## config.mk

```make
export PLATFORM = sky130hd
export DESIGN_NAME = nms_front
export DESIGN_NICKNAME = d
export VERILOG_FILES = /design/src/hdl/nms_pkg.sv /design/src/hdl/nms_front.sv
export SDC_FILE = /design/constraint.sdc
export NUM_CORES = 1
export LEC_CHECK = 0
export ABC_CLOCK_PERIOD_IN_PS = 2810
export BUFFER_PORTS_ARGS = -buffer_cell sky130_fd_sc_hd__clkbuf_2
export CORE_MARGIN = 2
export CORE_UTILIZATION = 57
export CTS_BUF_LIST = sky130_fd_sc_hd__clkbuf_4 sky130_fd_sc_hd__clkbuf_8 sky130_fd_sc_hd__clkbuf_16
export DETAILED_ROUTE_END_ITERATION = 12
export HOLD_SLACK_MARGIN = 0.06
export PLACE_DENSITY = 0.79
export SYNTH_ARGS = -nofsm -noshare
export SYNTH_HDL_FRONTEND = slang
export SYNTH_SLANG_ARGS = --single-unit
```

## constraint.sdc

```tcl
create_clock -name clk -period 2.81 [get_ports clk]
set_clock_uncertainty 0.2 [all_clocks]
set_input_delay 0.843 -clock clk [delete_from_list [all_inputs] [get_ports clk]]
set_output_delay 0.843 -clock clk [all_outputs]
set_load 0.01 [all_outputs]
```

## src/hdl/nms_pkg.sv

```systemverilog
package nms_pkg;
  localparam int MaxItems = 64;
  localparam int IdxW = $clog2(MaxItems);
  localparam int CntW = $clog2(MaxItems + 1);
  localparam int QDepth = 4;
  localparam int QPtrW = $clog2(QDepth);

  typedef logic signed [31:0] data_t;
  typedef logic [IdxW-1:0] idx_t;
  typedef logic [CntW-1:0] cnt_t;

  typedef struct packed {
    data_t value;
    logic  last;
    logic  keep;
  } cmd_t;

  typedef struct packed {
    data_t value;
    logic  last;
    logic  ovf;
  } res_t;
endpackage

```

## src/hdl/nms_front.sv

```systemverilog
module nms_front (
  input  logic          clk,
  input  logic          rst_n,
  input  logic          in_push,
  output logic          in_full,
  input  logic [31:0]   in_value,
  input  logic          in_last_item,
  output nms_pkg::cmd_t q_data,
  output logic          q_valid,
  input  logic          q_take
);
  nms_pkg::cmd_t mem_r [nms_pkg::QDepth];
  logic [nms_pkg::QPtrW-1:0] wp_r, rp_r;
  logic [nms_pkg::QPtrW:0] cnt_r;
  nms_pkg::cnt_t seen_r;
  logic wr, rd;

  assign in_full = (cnt_r == (nms_pkg::QPtrW+1)'(nms_pkg::QDepth));
  assign wr = in_push && !in_full;
  assign q_valid = (cnt_r != '0);
  assign rd = q_take && q_valid;
  assign q_data = mem_r[rp_r];

  always_ff @(posedge clk) begin
    if (wr) begin
      mem_r[wp_r].value <= in_value;
      mem_r[wp_r].last <= in_last_item;
      mem_r[wp_r].keep <= (seen_r < nms_pkg::cnt_t'(nms_pkg::MaxItems));
    end
    if (!rst_n) begin
      wp_r <= '0;
      rp_r <= '0;
      cnt_r <= '0;
      seen_r <= '0;
    end else begin
      if (wr) begin
        wp_r <= wp_r + 1'b1;
        if (in_last_item) seen_r <= '0;
        else if (seen_r < nms_pkg::cnt_t'(nms_pkg::MaxItems)) seen_r <= seen_r + 1'b1;
      end
      if (rd) rp_r <= rp_r + 1'b1;
      cnt_r <= cnt_r + (nms_pkg::QPtrW+1)'(wr) - (nms_pkg::QPtrW+1)'(rd);
    end
  end

`ifndef SYNTH
  a_no_overrun: assert property (@(posedge clk) disable iff (!rst_n)
    in_full |-> !(cnt_r > (nms_pkg::QPtrW+1)'(nms_pkg::QDepth))) else $error("queue overrun");
  a_take_valid: assert property (@(posedge clk) disable iff (!rst_n)
    (q_valid && !q_take && !wr) |=> q_valid) else $error("queue lost item");
  a_full_stall: assert property (@(posedge clk) disable iff (!rst_n)
    (in_full && !rd) |=> in_full) else $error("full dropped");
`endif
endmodule

```

==> results of run 1 <==
==> worst paths after layout <==
path / from / to / cells past startpoint
max: flip-flop / q_data[18] / 3
min reg2reg: seen_r[1] / seen_r[1] / 2
min: seen_r[1] / seen_r[1] / 2
max reg2reg: cnt_r[2] / cnt_r[2] / 9
==> metal layers <==
layer,vias up,wire length [um]
met3,18,516
met5,-,0
met4,0,198
met1,1435,4100
li1,1265,-
met2,88,5280
==> worst max-delay path, cell delays in order, from the launching register on <==
cell      delay (ns)
dfxtp_4         0.45
buf_12          0.18
mux4_2          0.53
clkbuf_2        0.15
==> power breakdown <==
part / internal, mW / total [mW] / switching (mW)
logic: 0.754 / 1.49 / 0.732
registers: 2.74 / 2.84 / 0.107
clock network: 1.18 / 2.02 / 0.838
total: 4.67 / 6.35 / 1.68
==> what timing repair did <==
action	CTS	global route
setup endpoints to repair	34	34
resized for setup	3	1
setup buffers	0	0
gates cloned	2	1
==> synthesized netlist by cell type, types with 2 or more instances <==
master      n
xnor2_1     4
nand3_1     2
or3_1       3
buf_2       2
a21oi_1     3
and3_1      6
and2_1      2
buf_1       3
nor2_1      7
mux4_2     34
xor2_1      4
nand3_2     2
ha_1        7
inv_1       8
dfxtp_1    16
nand2_1     5
edfxtp_1  136
nand4_2     2
a21oi_2     2
buf_4       3
==> through the flow <==
step | cell area (sq um) | hold slack [ns] | setup slack (ns)
after floorplan | 5720 | 0.244 | 0.207
after global placement | 6320 | 0.256 | 0.227
after detailed placement | 6320 | 0.279 | 0.144
after CTS | 6920 | 0.288 | -0.110
after global routing | 6940 | 0.320 | -0.146
final | 6940 | 0.290 | -0.0706
==> cell families (layout without fill, tap and decap cells) <==
kind of cell / Yosys count / in the layout / synth area share, %
AO/OA/AOI/OAI: 7 / 7 / 0.810
XOR/XNOR: 8 / 8 / 1.23
adder cells (fa/ha/maj): 8 / 8 / 1.88
buffers and inverters: 18 / 126 / 1.58
flip-flops: 152 / 152 / 77.0
multiplexers: 34 / 34 / 13.4
AND/OR/NAND/NOR: 37 / 37 / 4.07
==> state kept, by name (all words and copies together) (netlist names), named ones only <==
register	cells
cnt_r	3
mem_r	136
wp_r	2
seen_r	7
rp_r	2
==> area by class of cell <==
class / count / area share [%]
sequential: 152 / 63.5
timing repair buffer: 86 / 8.25
clock buffer: 19 / 6.18
tap: 133 / 2.40
multi-input combinational: 94 / 17.7
clock inverter: 13 / 1.55
inverter: 8 / 0.433
==> impl_metrics.ini, run 1 <==
[status]
outcome = finished, violations left
violations = setup timing

[die]
num_io_pins = 73
coreArea_sq_um = 9770
design.die.area_sq_um = 10800
die_height_um = 104
initial_core_util_pct = 58.5
die_w_um = 104
row_count = 36

[synthesis]
syn_area_per_cell_sq_um = 21.7
yosysWarnings = 0
synth_nets = 309
synth_edf_count = 136
seq_area_frac_synth_pct = 77.0
ys.flop_type = edfxtp_1
synthArstFlopShare_pct = 0
ys_seq_elements = 152
syn_inst = 264
yosys-top-cells-area = edfxtp_1, mux4_2, dfxtp_1
synth_cell_types = 33
yosys.area.top_type = edfxtp_1
yosysTopAreaCellShare_pct = 71.4
syn_area_sq_um = 5720

[power]
power_density_nw_per_um2 = 914
power_leakage_nw = 2.41
power_mw = 6.35
vdd.ir_drop.worst_uv = 440

[final_layout]
multi_input_area_sq_um = 1230
nets = 404
instances_no_fill = 505
antenna_cells_inserted = 0
final_common_cell = edfxtp_1
final_cell_mix = edfxtp_1, clkbuf_2, mux4_2, clkbuf_16, dfxtp_1
num-fill-cells = 616
fin_util_pct = 71.0
syn_to_final_growth_pct = 21.4
drive_gt1_share_pct = 44.6
regArea_sq_um = 4410

[global_routing]
grt.busiest_layer = met2
grt_max_degree = 35
grtUsageMet3_pct = 6.33
grt_pass1_wl_mm = 15.6
track_usage_pct = 20.1
grt_overflow = 0
use_met1_pct = 25.2
antenna_found_initial = 0
grt_pass1_vias = 2802
gr-usage-met2_pct = 32.4

[setup_path]
cp_max_fo = 9
ff2ff_setup_slack_ns = 0.31
cp_data_required_time_ns = 1.77
start_kind = flip-flop
end_kind = primary output
crit_type = reg -> out
crit_arrival_ns = 1.84

[job]
maxCapViolations = 0

[placed_design]
dp_cells = 470
io_buffers = 72
place_congestion = 0.697
dp_hpwl_mm = 5.79

[timing]
setup_tns_ns = -1.65
rsz0062_at_grt = yes
relSlewSlack_pct = 79.4
maxSlewViolCount = 0
tightest_slew_ns = 0.309
max_freq_ghz = 0.347
layout_setup_ws_ns = -0.0706
setup_viol_count_final = 34
finalCritPeriodShare_pct = 103
hold_viol = 0
final.min_clock_period_ns = 2.88

[min_path]
worstHoldPathType = reg -> reg

[clocking]
clockBufferDepth = 2
clock_latency_ns = 0.52
cts.hold.buffers_added = 0
path_clk_slew_ns = 0.06
cts_tree = yes
cts_num_sinks = 152
htree_num_levels = 4
clockRootBuffer = clkbuf_8
numCtsBuffers = 17

[detailed_routing]
viasPerCell = 5.56
dr.pass1.iters = 4
routedWlPerCell_um = 20.0
wl_mm = 10.1
detail-route-antenna-nets = 0
drc = 0
vias = 2806
drtIter0Drc = 116
Power figures use the tool's default switching activity.
==> run 2, diff against run 1 <==
--- a/config.mk
+++ b/config.mk
@@ -8,11 +8,10 @@
 export ABC_CLOCK_PERIOD_IN_PS = 2810
 export BUFFER_PORTS_ARGS = -buffer_cell sky130_fd_sc_hd__clkbuf_2
 export CORE_MARGIN = 2
-export CORE_UTILIZATION = 57
+export CORE_UTILIZATION = 44
 export CTS_BUF_LIST = sky130_fd_sc_hd__clkbuf_4 sky130_fd_sc_hd__clkbuf_8 sky130_fd_sc_hd__clkbuf_16
 export DETAILED_ROUTE_END_ITERATION = 12
 export HOLD_SLACK_MARGIN = 0.06
-export PLACE_DENSITY = 0.79
 export SYNTH_ARGS = -nofsm -noshare
 export SYNTH_HDL_FRONTEND = slang
 export SYNTH_SLANG_ARGS = --single-unit
==> run 2 against run 1 <==
  * The run now ends clean
  * Combinational power fell by 7%
  * Clock power rose by 14%
  * Final cell count rose by 6.7%
  * Power rose by 2.4%
  * Non-clock buffer count fell by 5
  * Critical endpoint is now q_data[2]
==> impl_metrics.ini, run 2 (synthesis results as in run 1) <==
[timing]
maxSlewViolCount = 0
hold_viol = 0
layout_setup_ws_ns = 0.0910
final.min_clock_period_ns = 2.72
finalCritPeriodShare_pct = 96.8
tightest_slew_ns = 0.286
setup_viol_count_final = 0
rsz0062_at_grt = no
max_freq_ghz = 0.368
relSlewSlack_pct = 81.0
setup_tns_ns = 0

[placed_design]
pre_cts_slack_ns = 0.161
placed_cell_area_sq_um = 6370
dp_hpwl_mm = 5.94
io_buffers = 72
dp_cells = 507
place_congestion = 0.702

[setup_path]
end_kind = primary output
cp_max_fo = 20
start_kind = flip-flop
crit_type = reg -> out
cp_data_required_time_ns = 1.77
crit_arrival_ns = 1.68

[clocking]
clockBufferDepth = 2
htree_num_levels = 4
postCtsSetupRepairBufs = 0
clockRootBuffer = clkbuf_16
clock_latency_ns = 0.41
numCtsBuffers = 17
cts_tree = yes
cts_num_sinks = 152
path_clk_slew_ns = 0.05

[power]
power_density_nw_per_um2 = 930
power_mw = 6.50
vdd.ir_drop.worst_uv = 468
power_leakage_nw = 2.43

[die]
initial_core_util_pct = 45.1
design.die.area_sq_um = 13900
num_io_pins = 73
row_count = 41
die_w_um = 118
die_height_um = 118
coreArea_sq_um = 12700

[detailed_routing]
wl_mm = 9.77
viasPerCell = 5.09
detail-route-antenna-nets = 0
vias = 2742
drc = 0
dr.pass1.iters = 4
drtIter0Drc = 193
routedWlPerCell_um = 18.1

[final_layout]
reg.largest.list = mem_r (136), seen_r (7), cnt_r (3)
largest_register_ffs = 136
top_register = mem_r
syn_to_final_growth_pct = 22.3
final_cell_mix = edfxtp_1, clkbuf_2, mux4_2, clkbuf_16, dfxtp_1
final_cell_area_sq_um = 6990
nets = 399
antenna_cells_inserted = 0
final_common_cell = edfxtp_1
instances_no_fill = 539
drive_gt1_share_pct = 44.1
num-fill-cells = 1009

[global_routing]
track_usage_pct = 15.4
grt.busiest_layer = met2
grt_pass1_vias = 2829
gr-usage-met2_pct = 23.3
antenna_found_initial = 0
grtUsageMet3_pct = 5.57
grt_overflow = 0
grt_max_degree = 35
grt_pass1_wl_mm = 15.6
use_met1_pct = 20.1

[job]
maxCapViolations = 0

[status]
outcome = completed

[min_path]
worstHoldPathType = reg -> reg
==> run 2: report_power, final <==
part	switching (mW)	internal [mW]
Clock	0.813	1.49
Combinational	0.705	0.684
Sequential	0.0782	2.74
Total	1.60	4.91
==> run 2: worst paths after layout <==
check / startpoint / to / slack [ns] / cells past startpoint
worst min-delay path: seen_r[1] / seen_r[1] / 0.27 / 2
worst max register to register: cnt_r[2] / cnt_r[2] / 0.37 / 9
worst max-delay path: flip-flop / q_data[2] / 0.09 / 3
worst min register to register: seen_r[1] / seen_r[1] / 0.27 / 2
==> run 2: area by class of cell <==
| class | count | area, sq um | share of cell area [%] |
|---|---|---|---|
| clock inverters | 9 | 123 | 1.75 |
| multi-input cells | 94 | 1230 | 17.6 |
| clock buffers | 23 | 489 | 7.00 |
| inverters | 8 | 30.0 | 0.429 |
| flip-flops and latches | 152 | 4410 | 63.1 |
| well taps | 172 | 215 | 3.08 |
| repair buffers | 81 | 498 | 7.12 |
==> run 2: per-layer routing <==
layer,share of wire (%),vias up
met5,0,-
met4,1.8,0
met3,5.4,15
met2,49,69
li1,-,1245
met1,44,1413
==> run 2: worst max-delay path: stages (launching register included) <==
cell      delay, ns
dfxtp_4        0.37
buf_12         0.20
mux4_2         0.54
clkbuf_2       0.15
==> run 2: metrics by stage <==
stage	hold slack (ns)	util (%)
6_report	0.270	55.2
5_1_grt	0.298	55.2
4_1_cts	0.276	55.1
3_5_place_dp	0.268	50.3
3_3_place_gp	0.256	50.3
2_1_floorplan	0.244	-
==> run 2: repair_timing <==
action                     CTS  global route
setup endpoints to repair   14            10
hold buffers                 0             0
resized for setup            1             2
pin swaps                    0             0
